[src/rtl/srtcm_pkg.sv]
// Types and constants of the single-rate three-color meter.
package srtcm_pkg;

  localparam int TOKEN_W    = 32;
  localparam int TIME_W     = 48;
  localparam int RATE_W     = 40;
  localparam int BITS_W     = 20;
  localparam int COLOR_W    = 2;
  localparam int CFG_IDX_W  = 2;
  localparam int CFG_DATA_W = 40;

  typedef enum logic [COLOR_W-1:0] {
    COLOR_GREEN  = 2'd0,
    COLOR_YELLOW = 2'd1,
    COLOR_RED    = 2'd2
  } color_e;

  typedef enum logic [CFG_IDX_W-1:0] {
    REG_CIR_RATE    = 2'd0,
    REG_CBS         = 2'd1,
    REG_EBS         = 2'd2,
    REG_COLOR_AWARE = 2'd3
  } cfg_reg_e;

  typedef struct packed {
    logic [TIME_W-1:0]  arrival_time;
    logic [BITS_W-1:0]  packet_bits;
    logic [COLOR_W-1:0] in_color;
  } in_word_t;

  typedef struct packed {
    color_e             out_color;
    logic [TOKEN_W-1:0] committed_level;
    logic [TOKEN_W-1:0] excess_level;
  } out_word_t;

  // Classified packet handed from front to back.
  typedef struct packed {
    logic [TOKEN_W-1:0] add_tokens;
    logic [BITS_W-1:0]  packet_bits;
    logic [COLOR_W-1:0] color;
  } mid_word_t;

  typedef struct packed {
    logic [RATE_W-1:0]  cir_rate;
    logic [TOKEN_W-1:0] committed_burst;
    logic [TOKEN_W-1:0] excess_burst;
    logic               color_aware;
  } cfg_t;

  // Bucket refill on a burst write.
  typedef struct packed {
    logic               load_committed;
    logic               load_excess;
    logic [TOKEN_W-1:0] value;
  } cfg_load_t;

endpackage

[src/rtl/srtcm_back.sv]
// Back end: bucket refill, marking and charging, one packet per cycle unless a queue stalls.
module srtcm_back (
  input  logic                 clk_i,
  input  logic                 rst_ni,
  input  srtcm_pkg::cfg_t      cfg_i,
  input  srtcm_pkg::cfg_load_t load_i,
  input  logic                 mid_empty_i,
  input  srtcm_pkg::mid_word_t mid_word_i,
  output logic                 mid_pop_o,
  input  logic                 out_full_i,
  output logic                 out_push_o,
  output srtcm_pkg::out_word_t out_word_o
);
  import srtcm_pkg::*;

  logic [TOKEN_W-1:0] c_q, c_d, e_q, e_d;
  logic [TOKEN_W:0]   sum, extra;
  logic [TOKEN_W+1:0] esum;
  logic [TOKEN_W-1:0] c_fill, e_fill;
  logic [TOKEN_W-1:0] bits;
  logic               fits, fire;
  color_e             mark;

  assign fire = !mid_empty_i && !out_full_i;
  assign bits = TOKEN_W'(mid_word_i.packet_bits);

  always_comb begin
    sum   = {1'b0, c_q} + {1'b0, mid_word_i.add_tokens};
    fits  = (sum <= {1'b0, cfg_i.committed_burst});
    extra = sum - {1'b0, cfg_i.committed_burst};
    esum  = {2'b00, e_q} + {1'b0, extra};
    if (fits) begin
      c_fill = sum[TOKEN_W-1:0];
      e_fill = e_q;
    end else begin
      c_fill = cfg_i.committed_burst;
      e_fill = (esum <= {2'b00, cfg_i.excess_burst}) ? esum[TOKEN_W-1:0]
                                                      : cfg_i.excess_burst;
    end

    c_d  = c_fill;
    e_d  = e_fill;
    mark = COLOR_RED;
    if (mid_word_i.color == COLOR_GREEN && c_fill >= bits) begin
      c_d  = c_fill - bits;
      mark = COLOR_GREEN;
    end else if ((mid_word_i.color == COLOR_GREEN || mid_word_i.color == COLOR_YELLOW)
                 && e_fill >= bits) begin
      e_d  = e_fill - bits;
      mark = COLOR_YELLOW;
    end
  end

  always_ff @(posedge clk_i or negedge rst_ni) begin
    if (!rst_ni) begin
      c_q <= '0;
      e_q <= '0;
    end else begin
      if (load_i.load_committed) begin
        c_q <= load_i.value;
      end else if (fire) begin
        c_q <= c_d;
      end
      if (load_i.load_excess) begin
        e_q <= load_i.value;
      end else if (fire) begin
        e_q <= e_d;
      end
    end
  end

  assign mid_pop_o                  = fire;
  assign out_push_o                 = fire;
  assign out_word_o.out_color       = mark;
  assign out_word_o.committed_level = c_d;
  assign out_word_o.excess_level    = e_d;

endmodule

[config.mk]
export PLATFORM = sky130hd
export DESIGN_NAME = srtcm_back
export DESIGN_NICKNAME = d
export VERILOG_FILES = /design/src/rtl/srtcm_pkg.sv /design/src/rtl/srtcm_back.sv
export SDC_FILE = /design/constraint.sdc
export NUM_CORES = 1
export LEC_CHECK = 0
export ABC_AREA = 1
export BUFFER_PORTS_ARGS = -buffer_cell sky130_fd_sc_hd__buf_2
export CAP_MARGIN = 20
export CELL_PAD_IN_SITES_DETAIL_PLACEMENT = 2
export CELL_PAD_IN_SITES_GLOBAL_PLACEMENT = 2
export CORE_MARGIN = 2
export CORE_UTILIZATION = 25
export DETAILED_ROUTE_END_ITERATION = 6
export PLACE_DENSITY_LB_ADDON = 0.1
export SLEW_MARGIN = 20
export SYNTH_ARGS = -nofsm -noshare
export SYNTH_HDL_FRONTEND = slang
export SYNTH_SLANG_ARGS = --single-unit
[constraint.sdc]
create_clock -name clk_i -period 16.9 [get_ports clk_i]
set_clock_uncertainty 0.15 [all_clocks]
set_input_delay 2.535 -clock clk_i [delete_from_list [all_inputs] [get_ports clk_i]]
set_output_delay 2.535 -clock clk_i [all_outputs]
set_load 0.005 [all_outputs]
==> run summary <==
The core region area is 0.05245 mm2. Summing every instance area after synthesis gives 0.01325 mm2. Clock latency on the worst-skew pair, taken at its later pin, is roughly 0.38 ns. The top-level port count came out at 265. The worst max-slew margin expressed relative to the limit came out at between 30% and 40%. After clock tree synthesis, the clock-pin slew on the worst setup and hold paths is approximately 0.06 ns. The commonest non-fill, non-tap cell in the layout is sky130_fd_sc_hd__nand2_1. The fmax came out at around 0.063 GHz. Of the synthesized area, sequential elements account for between 10% and 20%. For this block, the initial DRC count from the detailed router was 490. The origin of the worst min-delay path is c_q[5]$_DFFE_PN0P_. After detailed routing, the number of remaining DRC violations is 0. The full die area is between 0.05 and 0.06 mm2. The total length of routed wires is approximately 64000 um. The synthesized netlist net count came out at between 2000 and 3000. The global routing usage on met1 is between 20 and 30%. Setup repair after global routing left no endpoint under its margin. The data arrival time of the critical path is 13.15 ns.

Counting distinct cell types in the post-synthesis netlist gives 57. The number of warning messages in the yosys log is 0. The portion of the clock cycle consumed by the worst path in the final layout came out at a little over nine tenths. The synthesis-to-layout area growth is 17.30%. The HPWL reported at the end of detailed placement came out at 56020 um. The number of nets at the end of the flow is about 2700. The aggregate global routing overflow is 0. The clock root buffer master is sky130_fd_sc_hd__clkbuf_16. met2 is the most crowded layer. The critical path launch point is mid_word_i[22]. The max-capacitance violation count is 0.

The global-route met3 utilization came out at roughly 2.6%. The worst hold path belongs to the class flip-flop to flip-flop. After detailed routing, the average wire length per cell comes to between 20 and 25 um. The slowest stage of the critical path is the sky130_fd_sc_hd__fa_1 cell.

The initial utilization of the core area, before any placement, comes to between 20% and 30%. The post-route antenna net violation count came out at 0. The count of mapped cells out of synthesis came out at 2129. The number of rows created at floorplan came out at 84.

In the layout the commonest cells are sky130_fd_sc_hd__nand2_1, sky130_fd_sc_hd__inv_1, sky130_fd_sc_hd__buf_2. The actual slew at the worst max-slew pin is a little over 1 ns. The final antenna diode count came out at 0.

In this run the number of H-tree levels came out at 3. The count of state elements after synthesis came out at 64. The final number of hold-violating endpoints came out at 0. The chip height is ~230 um. The vias after detailed routing came out at roughly 15000.

By instance count, the cell type seen most on the critical path is sky130_fd_sc_hd__nand2_1. The kind of launch point of the worst setup path is a primary input. The number of antenna violations at the first check in global routing came out at 0. The average instance in the mapped netlist occupies 6.223 um2.

The maximum number of pins on one net before global-route repair is 65. The all-layer global routing usage came out at approximately a quarter. The number of global-route vias before repair was roughly 16000. The quantity of I/O buffers inserted on ports is about 220.

The mean number of vias per cell is approximately 4.9. The number of iterations in the first detailed-routing pass came out at 4. The count of clock tree sinks is between 60 and 70. The reg2reg setup slack came out at 5.82 ns. Sorting the synthesized cells by area gives the leading types as sky130_fd_sc_hd__ha_1, sky130_fd_sc_hd__nand2_1, sky130_fd_sc_hd__dfrtp_1, sky130_fd_sc_hd__inv_1, sky130_fd_sc_hd__a21oi_1.

The cell count after placement is about 3000. In this run the worst path has a maximum fanout of 8. The wire length of the first global-routing pass came out at a little under 100000 um.

The share of post-route cells with drive strength above 1 came out at roughly 15%. The startpoint identified for the worst register-to-register timing path is c_q[10]$_DFFE_PN0P_. TritonCTS built the clock tree. The total clock buffers created by CTS is 9. The die span in x came out at between 200 and 250 um. By startpoint and endpoint, the worst setup path is classified as primary input to output port.

The final RePlAce weighted congestion came out at 0.8620. The hold-fix buffer count after cts came out at 0. The run finished with clean final reports. The number of fillers in the final layout is 6482.

The post-route minimum period is 15.84 ns. The maximum count of clock buffers along a single path came out at 2. The count of non-filler cells in the finished layout is 3030.

Of the post-synthesis cell area, the dominant cell type holds between 15 and 20%. The primary flip-flop cell chosen by synthesis mapping is sky130_fd_sc_hd__dfrtp_1. The number of enable-type register cells in the synthesized netlist is 0. Of all cell types, the one taking the most synthesized area is sky130_fd_sc_hd__ha_1. The final number of max-transition violations is 0.

STA classifies the critical path endpoint as an output port. Data on the critical path is required at its endpoint by 14.22 ns. The delay of the slowest cell on the worst path is slightly above 0.4 ns. For the final routed database, the setup TNS stands at 0 ns. The fraction of registers with async set/reset came out at 100.0%. The met2 routing resource usage after global routing came out at 42.85%. The setup-violating endpoint count in the final report is 0.
==> synth_stat cells (35+ instances only) <==
cell type and instances:
sky130_fd_sc_hd__nor2_1 148, sky130_fd_sc_hd__nand3_1 80, sky130_fd_sc_hd__xnor2_1 53, sky130_fd_sc_hd__a21oi_1 152, sky130_fd_sc_hd__dfrtp_1 64, sky130_fd_sc_hd__inv_1 347, sky130_fd_sc_hd__o21ai_0 126, sky130_fd_sc_hd__o21ai_1 35
sky130_fd_sc_hd__xor2_1 83, sky130_fd_sc_hd__nand2_1 518, sky130_fd_sc_hd__ha_1 169, sky130_fd_sc_hd__o22ai_1 41
==> cell families (layout without fill, tap and decap cells) <==
kind of cell,Yosys count,after routing,synth area share [%]
AOI/OAI and AO/OA,495,495,22.33
xor gates and xnor gates,136,136,8.991
adders and majority gates,174,174,16.72
buffers and inverters,398,609,11.90
DFF,64,64,12.09
and+or+nand+nor,862,864,27.98
==> state kept, by name (all words and copies together) (netlist names) <==
name / count
c_q: 32
e_q: 32
==> routing by layer <==
| layer | up-vias | share of wire (%) |
|---|---|---|
| li1 | 7421 | - |
| met1 | 7128 | 45 |
| met2 | 208 | 50 |
| met3 | 41 | 2.4 |
| met4 | 0 | 2.6 |
| met5 | - | 0 |
==> critical path: cells and delay by family <==
family / cells / cell delay [ns]
adder cells (fa/ha/maj): 7 / 2.33
XOR/XNOR: 3 / 0.67
AND/OR/NAND/NOR: 28 / 3.70
buffers and inverters: 9 / 0.98
AO/OA/AOI/OAI: 17 / 2.93
==> through the flow <==
step	instance area, um2	hold slack (ns)	utilization, %	setup WS, ns
after CTS	15430	0.3577	29.41	0.1117
after detailed placement	15090	0.3403	28.78	0.1416
final	15540	0.3539	29.63	1.062
after global routing	15540	0.3816	29.63	0.01492
after global placement	15090	0.3325	28.78	0.4350
after floorplan	13250	0.3130	-	3.161
==> path summary, 6_finish.rpt <==
check / to / cells past startpoint
max in group asynchronous: e_q[1]$_DFFE_PN0P_ / 2
max: out_word_o[14] / 64
min in group asynchronous: c_q[30]$_DFFE_PN0P_ / 2
max reg2reg: e_q[0]$_DFFE_PN0P_ / 59
min reg2reg: c_q[5]$_DFFE_PN0P_ / 2
min: c_q[5]$_DFFE_PN0P_ / 2
==> layout make-up <==
class	count	area [um2]	area share, %
clock buffer	14	274.0	1.763
multi-input combinational	1669	10180	65.49
inverter	355	1338	8.606
sequential	64	1602	10.31
timing repair buffer	238	1229	7.906
clock inverter	2	60.06	0.3864
tap	688	860.8	5.539
==> timing repair <==
item,4_1_cts,5_1_grt
setup buffers,0,1
gates resized for setup,0,27
endpoints found under the setup margin,0,34
Power is not shown: default switching activity piles up to over one toggle a cycle in this logic, so the estimate is an artifact.
