<file path="src/rtl/srtcm_fifo.sv">
// Small register queue used between the meter's stages.
module srtcm_fifo #(
  parameter int WIDTH = 8,
  parameter int DEPTH = 4
) (
  input  logic             clk_i,
  input  logic             rst_ni,
  input  logic             push_i,
  input  logic [WIDTH-1:0] data_i,
  output logic             full_o,
  input  logic             pop_i,
  output logic [WIDTH-1:0] data_o,
  output logic             empty_o
);

  localparam int PTR_W = (DEPTH > 1) ? $clog2(DEPTH) : 1;
  localparam int CNT_W = $clog2(DEPTH + 1);

  logic [WIDTH-1:0] mem_q [DEPTH];
  logic [PTR_W-1:0] wr_ptr_q, wr_ptr_d, rd_ptr_q, rd_ptr_d;
  logic [CNT_W-1:0] count_q, count_d;
  logic             do_push, do_pop;

  assign full_o  = (count_q == CNT_W'(DEPTH));
  assign empty_o = (count_q == '0);
  assign do_push = push_i && !full_o;
  assign do_pop  = pop_i && !empty_o;
  assign data_o  = mem_q[rd_ptr_q];

  always_comb begin
    wr_ptr_d = wr_ptr_q;
    rd_ptr_d = rd_ptr_q;
    count_d  = count_q;
    if (do_push) begin
      wr_ptr_d = (wr_ptr_q == PTR_W'(DEPTH - 1)) ? '0 : wr_ptr_q + PTR_W'(1);
    end
    if (do_pop) begin
      rd_ptr_d = (rd_ptr_q == PTR_W'(DEPTH - 1)) ? '0 : rd_ptr_q + PTR_W'(1);
    end
    if (do_push && !do_pop) begin
      count_d = count_q + CNT_W'(1);
    end else if (do_pop && !do_push) begin
      count_d = count_q - CNT_W'(1);
    end
  end

  always_ff @(posedge clk_i or negedge rst_ni) begin
    if (!rst_ni) begin
      wr_ptr_q <= '0;
      rd_ptr_q <= '0;
      count_q  <= '0;
    end else begin
      wr_ptr_q <= wr_ptr_d;
      rd_ptr_q <= rd_ptr_d;
      count_q  <= count_d;
    end
  end

  always_ff @(posedge clk_i) begin
    if (do_push) begin
      mem_q[wr_ptr_q] <= data_i;
    end
  end

endmodule

</file>
<file path="config.mk">
export PLATFORM = sky130hd
export DESIGN_NAME = srtcm_fifo
export DESIGN_NICKNAME = d
export VERILOG_FILES = /design/src/rtl/srtcm_fifo.sv
export SDC_FILE = /design/constraint.sdc
export NUM_CORES = 1
export LEC_CHECK = 0
export BUFFER_PORTS_ARGS = -buffer_cell sky130_fd_sc_hd__buf_4
export CAP_MARGIN = 0
export CELL_PAD_IN_SITES_DETAIL_PLACEMENT = 1
export CELL_PAD_IN_SITES_GLOBAL_PLACEMENT = 2
export CORE_ASPECT_RATIO = 0.6
export CORE_MARGIN = 5
export CORE_UTILIZATION = 25
export CTS_BUF_LIST = sky130_fd_sc_hd__clkbuf_8 sky130_fd_sc_hd__clkbuf_16
export DETAILED_ROUTE_END_ITERATION = 10
export PLACE_DENSITY = 0.49
export SYNTH_ARGS = -nofsm -noshare
export SYNTH_HDL_FRONTEND = slang
export SYNTH_SLANG_ARGS = --single-unit
</file>
<file path="constraint.sdc">
create_clock -name clk_i -period 2.1 [get_ports clk_i]
set_clock_uncertainty 0.15 [all_clocks]
set_input_delay 0.105 -clock clk_i [delete_from_list [all_inputs] [get_ports clk_i]]
set_output_delay 0.105 -clock clk_i [all_outputs]
set_load 0.02 [all_outputs]
</file>
==> results of run 1 <==
[cell usage after synthesis (all sizes together)]
cell type  instances  area (um^2)
and2               4         30.0
buf                3         20.0
dfrtp              7          175
edfxtp            32          961
fa                 1         20.0
ha                 6         75.1
inv                3         11.3
mux2               5         63.8
mux4               8          180
nand2b             1         13.8
nor2               3         11.3
nor2b              1         8.76
nor3               1         5.00
nor3b              1         18.8
xnor2              1         8.76
xor2               2         17.5
[metal layers]
metal	vias up	share of wire, %	GRT usage [%]
met2	14	46	11.9
met4	0	1.1	3.95
met1	403	48	10.8
met5	-	0	0
li1	378	-	-
met3	2	4.8	2.67
[where the power goes]
group	internal [W]	leakage, nW	switching [W]
Clock	0.000474	0.0644	0.000263
Sequential	0.00106	0.371	0.000204
Combinational	0.000594	0.367	0.000476
[flip-flops by register name, summed over array words and instances (netlist names)]
| register | flops |
|---|---|
| count_q | 3 |
| rd_ptr_q | 2 |
| mem_q | 32 |
| wr_ptr_q | 2 |
[cells in the final DEF (no fill, tap or decap)]
cell / n
nor3b_4: 1
nand2b_4: 1
nor2b_4: 1
nor2_1: 3
mux2_2: 3
mux2_4: 2
bufinv_16: 2
xnor2_1: 1
dfrtp_2: 4
clkinvlp_4: 1
clkbuf_8: 5
inv_1: 2
xor2_1: 2
dfrtp_1: 3
mux4_2: 8
edfxtp_1: 32
dlygate4sd3_1: 11
fa_2: 1
ha_1: 5
ha_4: 1
inv_2: 1
buf_4: 25
nor3_4: 1
and2_2: 4
[worst max-delay path: stages (launching register included)]
cell	delay, ns
dfrtp_2	0.45
buf_4	0.15
nor3b_4	0.23
nor2b_4	0.08
ha_4	0.17
inv_2	0.05
fa_2	0.41
mux2_2	0.27
[timing repair]
| action | 4_1_cts | 5_1_grt |
|---|---|---|
| pin swaps | 0 | 3 |
| hold endpoints to repair | 39 | 0 |
| setup buffers | 0 | 3 |
| gates resized for setup | 1 | 4 |
| setup endpoints to repair | 2 | 1 |
| hold buffers | 11 | 0 |
[cells by family after synthesis]
family	count (synthesis)
muxes	13
DFF	39
adders and majority gates	7
buffers and inverters	6
and+or+nand+nor	11
xor gates and xnor gates	3
[path summary, 6_finish.rpt]
| kind | from | to |
|---|---|---|
| max reg2reg | count_q[0]$_DFFE_PN0P_ | count_q[1]$_DFFE_PN0P_ |
| min in group asynchronous | rst_ni | count_q[0]$_DFFE_PN0P_ |
| min | pop_i | count_q[0]$_DFFE_PN0P_ |
| min reg2reg | count_q[2]$_DFFE_PN0P_ | count_q[2]$_DFFE_PN0P_ |
| max in group asynchronous | rst_ni | rd_ptr_q[0]$_DFFE_PN0P_ |
| max | count_q[0]$_DFFE_PN0P_ | count_q[1]$_DFFE_PN0P_ |
[cell type report]
cell class	instances	area [um^2]
clock buffer	5	68.8
clock inverter	3	67.6
fill	631	4020
inverter	3	11.3
multi-input combinational	34	484
sequential	39	1140
tap	84	105
timing repair buffer	36	298
[per-stage QoR]
step | area [um^2] | worst slack, ns
floorplan | 1650 | -0.00765
global placement | 1900 | 0.0981
detailed placement | 1900 | 0.0848
CTS | 2140 | 0.0338
global route | 2180 | 0.00524
finish | 2180 | 0.0401
==> results.json, run 1 <==
{
  "fp-row-count": 22,
  "muxShareOfSynthArea_pct": 15.1,
  "floorplan.initialDensity_pct": 26.2,
  "route.vias.total": 797,
  "io_pins": 22,
  "drcViolationCount": 0,
  "synth_area_mm2": 0.00162,
  "synth_xor_xnor_area_share_pct": 1.62,
  "worst_pin_slew_ns": 0.447,
  "grt_antenna_before_repair": 0,
  "ctsLongestPathBuffers": 2,
  "synthCells": 79,
  "ir_drop_mv": 0.327,
  "areaGrowthSynthToFinish_pct": 34.3,
  "grt_start_max_net_pins": 14,
  "synth_compound_area_share_pct": 0,
  "start_kind": "register",
  "root_buffer": "clkbuf_8",
  "clkSlewWorstSetupHoldPaths_ns": 0.08,
  "avgViaCountPerCell": 3.91,
  "track_usage_pct": 8.09,
  "core_area_mm2": 0.00619,
  "synthSimpleGateAreaFrac_pct": 5.41,
  "utilization_pct": 35.1,
  "ant_nets": 0,
  "pwr_density_cell_mw_per_mm2": 1410,
  "path_max_fanout": 4,
  "holdPathStages": 4,
  "r2r_slack_ns": 0.04,
  "synth_top_family_by_area": "multiplexers",
  "firstDrtPassIters": 4,
  "avgSynthCellArea_um2": 20.5,
  "ys_seq_area_share_pct": 70.1,
  "htree_num_levels": 2,
  "place_hpwl_um": 2120,
  "cap_viol_max_count": 0,
  "rsz0062_at_grt": "no",
  "critPathKind": "reg -> reg",
  "drt-initial-drc-count": 14,
  "die-area_mm2": 0.00824,
  "leakage_nw": 0.803,
  "synth_adder_area_share_pct": 5.87,
  "finalWeightedCongestion": 0.641,
  "fmax_mhz": 485,
  "status": "finished clean",
  "io_buffers": 21,
  "tritoncts": "done",
  "wirelength_um": 3040,
  "hp-class": "in -> reg",
  "syn_nets": 98,
  "grt_pass1_vias": 876,
  "drv_slew": 0,
  "end_kind": "register",
  "period_share_pct": 98.1,
  "grt_pass1_wl_um": 4840,
  "dp.cells": 182,
  "hold_viol": 0,
  "setup_viol": 0,
  "final_layout_size_suffix_gt1_share_pct": 50.8,
  "hold_slack_ns": 0.119,
  "reg2reg_depth": 7,
  "timing.critical_path.required_ns": 2.13,
  "ys_types": 19,
  "grt_overflow": 0,
  "slew_headroom_pct": 70.2,
  "clock-sinks": 39,
  "synth-seq-cells": 39,
  "die_y_um": 72.4,
  "cp.arrival_ns": 2.09,
  "ys_warn_count": 0,
  "diodes": 0,
  "post_drt_wl_per_cell_um": 14.9,
  "layoutNonFillerInstCount": 204,
  "finalCriticalPeriod_ns": 2.06,
  "cts-buffers-inserted": 5,
  "tns_ns": 0,
  "layout.nets": 138,
  "clock_latency_ns": 0.29,
  "die_x_um": 114,
  "power_w": 0.00307
}
Power figures use the tool's default switching activity.
==> run 2, diff against run 1 <==
- CORE_UTILIZATION: 25 -> 38
- PLACE_DENSITY: 0.49 -> 0.7
==> run 2 against run 1 <==
Cell area shrank 3.6%. Via count grew 3.6%. Largest cell class unchanged. Combinational power is essentially flat. Sequential cell count is the same. Highest routed layer unchanged.
==> results.json, run 2 (synthesis results as in run 1) <==
{
  "period_share_pct": 99.0,
  "core_area_mm2": 0.00412,
  "cts-buffers-inserted": 5,
  "final_common_cell": "edfxtp_1",
  "grt_overflow": 0,
  "ctsLongestPathBuffers": 2,
  "clkSlewWorstSetupHoldPaths_ns": 0.07,
  "tritoncts": "done",
  "fp-row-count": 18,
  "drt-initial-drc-count": 36,
  "io_pins": 22,
  "cp_top_family": "simple AND/OR/NAND/NOR gates",
  "end_kind": "register",
  "timing.critical_path.required_ns": 2.16,
  "track_usage_pct": 12.2,
  "cp_slowest_cell": "dfrtp_1",
  "wirelength_um": 2900,
  "start_kind": "register",
  "path_max_fanout": 3,
  "seqPwrFrac_pct": 42.3,
  "final_layout_size_suffix_gt1_share_pct": 50.0,
  "drcViolationCount": 0,
  "status": "finished clean",
  "p_comb_share_pct": 36.1,
  "top_register": "mem_q",
  "cap_viol_max_count": 0,
  "ir_drop_mv": 0.476,
  "utilization_pct": 50.9,
  "crit_buf_inv": 1,
  "io_buffers": 21,
  "cp.arrival_ns": 2.13,
  "largest_reg_flops": 32,
  "route.vias.total": 826,
  "clock_power_share_pct": 21.6,
  "grt_pass1_vias": 941,
  "fmax_mhz": 481,
  "reg_top3": "mem_q: 32 flops, count_q: 3 flops",
  "worst_pin_slew_ns": 0.449,
  "hold_viol": 0,
  "grt_pass1_wl_um": 4930,
  "hold_slack_ns": 0.0214,
  "grt_start_max_net_pins": 13,
  "critPathKind": "reg -> reg",
  "diodes": 0,
  "hp-class": "in -> async",
  "floorplan.initialDensity_pct": 39.3,
  "crit_top_cell": "xor2_1",
  "areaGrowthSynthToFinish_pct": 29.5,
  "pwr_density_cell_mw_per_mm2": 1410,
  "clock_latency_ns": 0.28,
  "die_y_um": 60.6,
  "drv_slew": 0,
  "power.switching_w": 0.000929,
  "setup_viol": 0,
  "intPower_w": 0.00202,
  "slew_headroom_pct": 70.0,
  "place_hpwl_um": 2030,
  "grt_antenna_before_repair": 0,
  "post_drt_wl_per_cell_um": 16.3,
  "root_buffer": "clkbuf_8",
  "clock-sinks": 39,
  "avgViaCountPerCell": 4.64,
  "leakage_nw": 0.788,
  "finalWeightedCongestion": 0.717,
  "final_cell_mix": "32 x edfxtp_1, 25 x buf_4, 9 x dlygate4sd3_1",
  "rsz0062_at_grt": "yes",
  "htree_num_levels": 2,
  "die-area_mm2": 0.00571,
  "firstDrtPassIters": 4,
  "switching_share_pct": 31.5,
  "layout.nets": 136,
  "cp_cell_sequence": "nor3_4, nand2b_4, ha_4, inv_2, fa_1, xor2_1, nor2_1, xor2_1",
  "ant_nets": 0,
  "max_stage_delay_ns": 0.43,
  "die_x_um": 94.3,
  "finalCriticalPeriod_ns": 2.08
}
## run 2: cell count changes in the layout (fill, tap and decap cells not counted), sizes merged
cell,before,now
clkbuf,5,6
dlygate4sd3,11,9
clkinv,0,1
clkinvlp,1,0
bufinv,2,1
## run 2: cell type report
type / instances / area, um^2
repair buffers: 34 / 278
well taps: 60 / 75.1
clock inverters: 2 / 35.0
clock buffers: 6 / 82.6
inverters: 3 / 11.3
flip-flops and latches: 39 / 1140
multi-input cells: 34 / 477
fillers: 406 / 2020
## run 2: path summary, 6_finish.rpt
check                      slack, ns  cells past startpoint                   start                       to
setup / recovery                0.02                      8  count_q[2]$_DFFE_PN0P_   count_q[2]$_DFFE_PN0P_
hold / removal                  0.02                      2                  rst_ni   count_q[0]$_DFFE_PN0P_
setup reg to reg                0.02                      8  count_q[2]$_DFFE_PN0P_   count_q[2]$_DFFE_PN0P_
hold reg to reg                 0.41                      1  count_q[2]$_DFFE_PN0P_   count_q[2]$_DFFE_PN0P_
max in group asynchronous       1.64                      2                  rst_ni  rd_ptr_q[0]$_DFFE_PN0P_
min in group clk_i              0.05                      3                   pop_i  rd_ptr_q[0]$_DFFE_PN0P_
## run 2: what timing repair did
item | 4_1_cts | 5_1_grt
pin swaps | 0 | 1
resized for setup | 0 | 2
cloned | 0 | 0
hold endpoints to repair | 39 | 0
setup buffers | 2 | 1
hold buffers | 9 | 0
setup endpoints to repair | 1 | 10
## run 2: metal layers
layer	up-vias	routed length, um	global-route usage [%]
met4	0	36	5.56
met2	17	1460	19.4
met3	4	102	3.84
li1	375	-	-
met1	430	1300	15.6
met5	-	0	0
## run 2: per-stage QoR
stage | setup slack (ns) | TNS (ns) | cell area, um^2 | power, W | instances
2_1_floorplan | -0.00765 | -0.00765 | 1650 | 0.00195 | 79
3_3_place_gp | 0.0757 | 0 | 1870 | 0.00226 | 158
3_5_place_dp | -0.00464 | -0.00464 | 1870 | 0.00231 | 158
4_1_cts | 0.000448 | 0 | 2090 | 0.00300 | 177
5_1_grt | -0.0654 | -0.0654 | 2100 | 0.00315 | 178
6_report | 0.0203 | 0 | 2100 | 0.00295 | 178
## run 2: power by group through the flow
stage | clock [W] | combinational [W] | sequential, W
after global placement | 0 | 0.000991 | 0.00127
after floorplan | 0 | 0.000784 | 0.00116
final | 0.000636 | 0.00107 | 0.00125
after CTS | 0.000658 | 0.00109 | 0.00126
after global routing | 0.000698 | 0.00116 | 0.00129
after detailed placement | 0 | 0.00103 | 0.00129
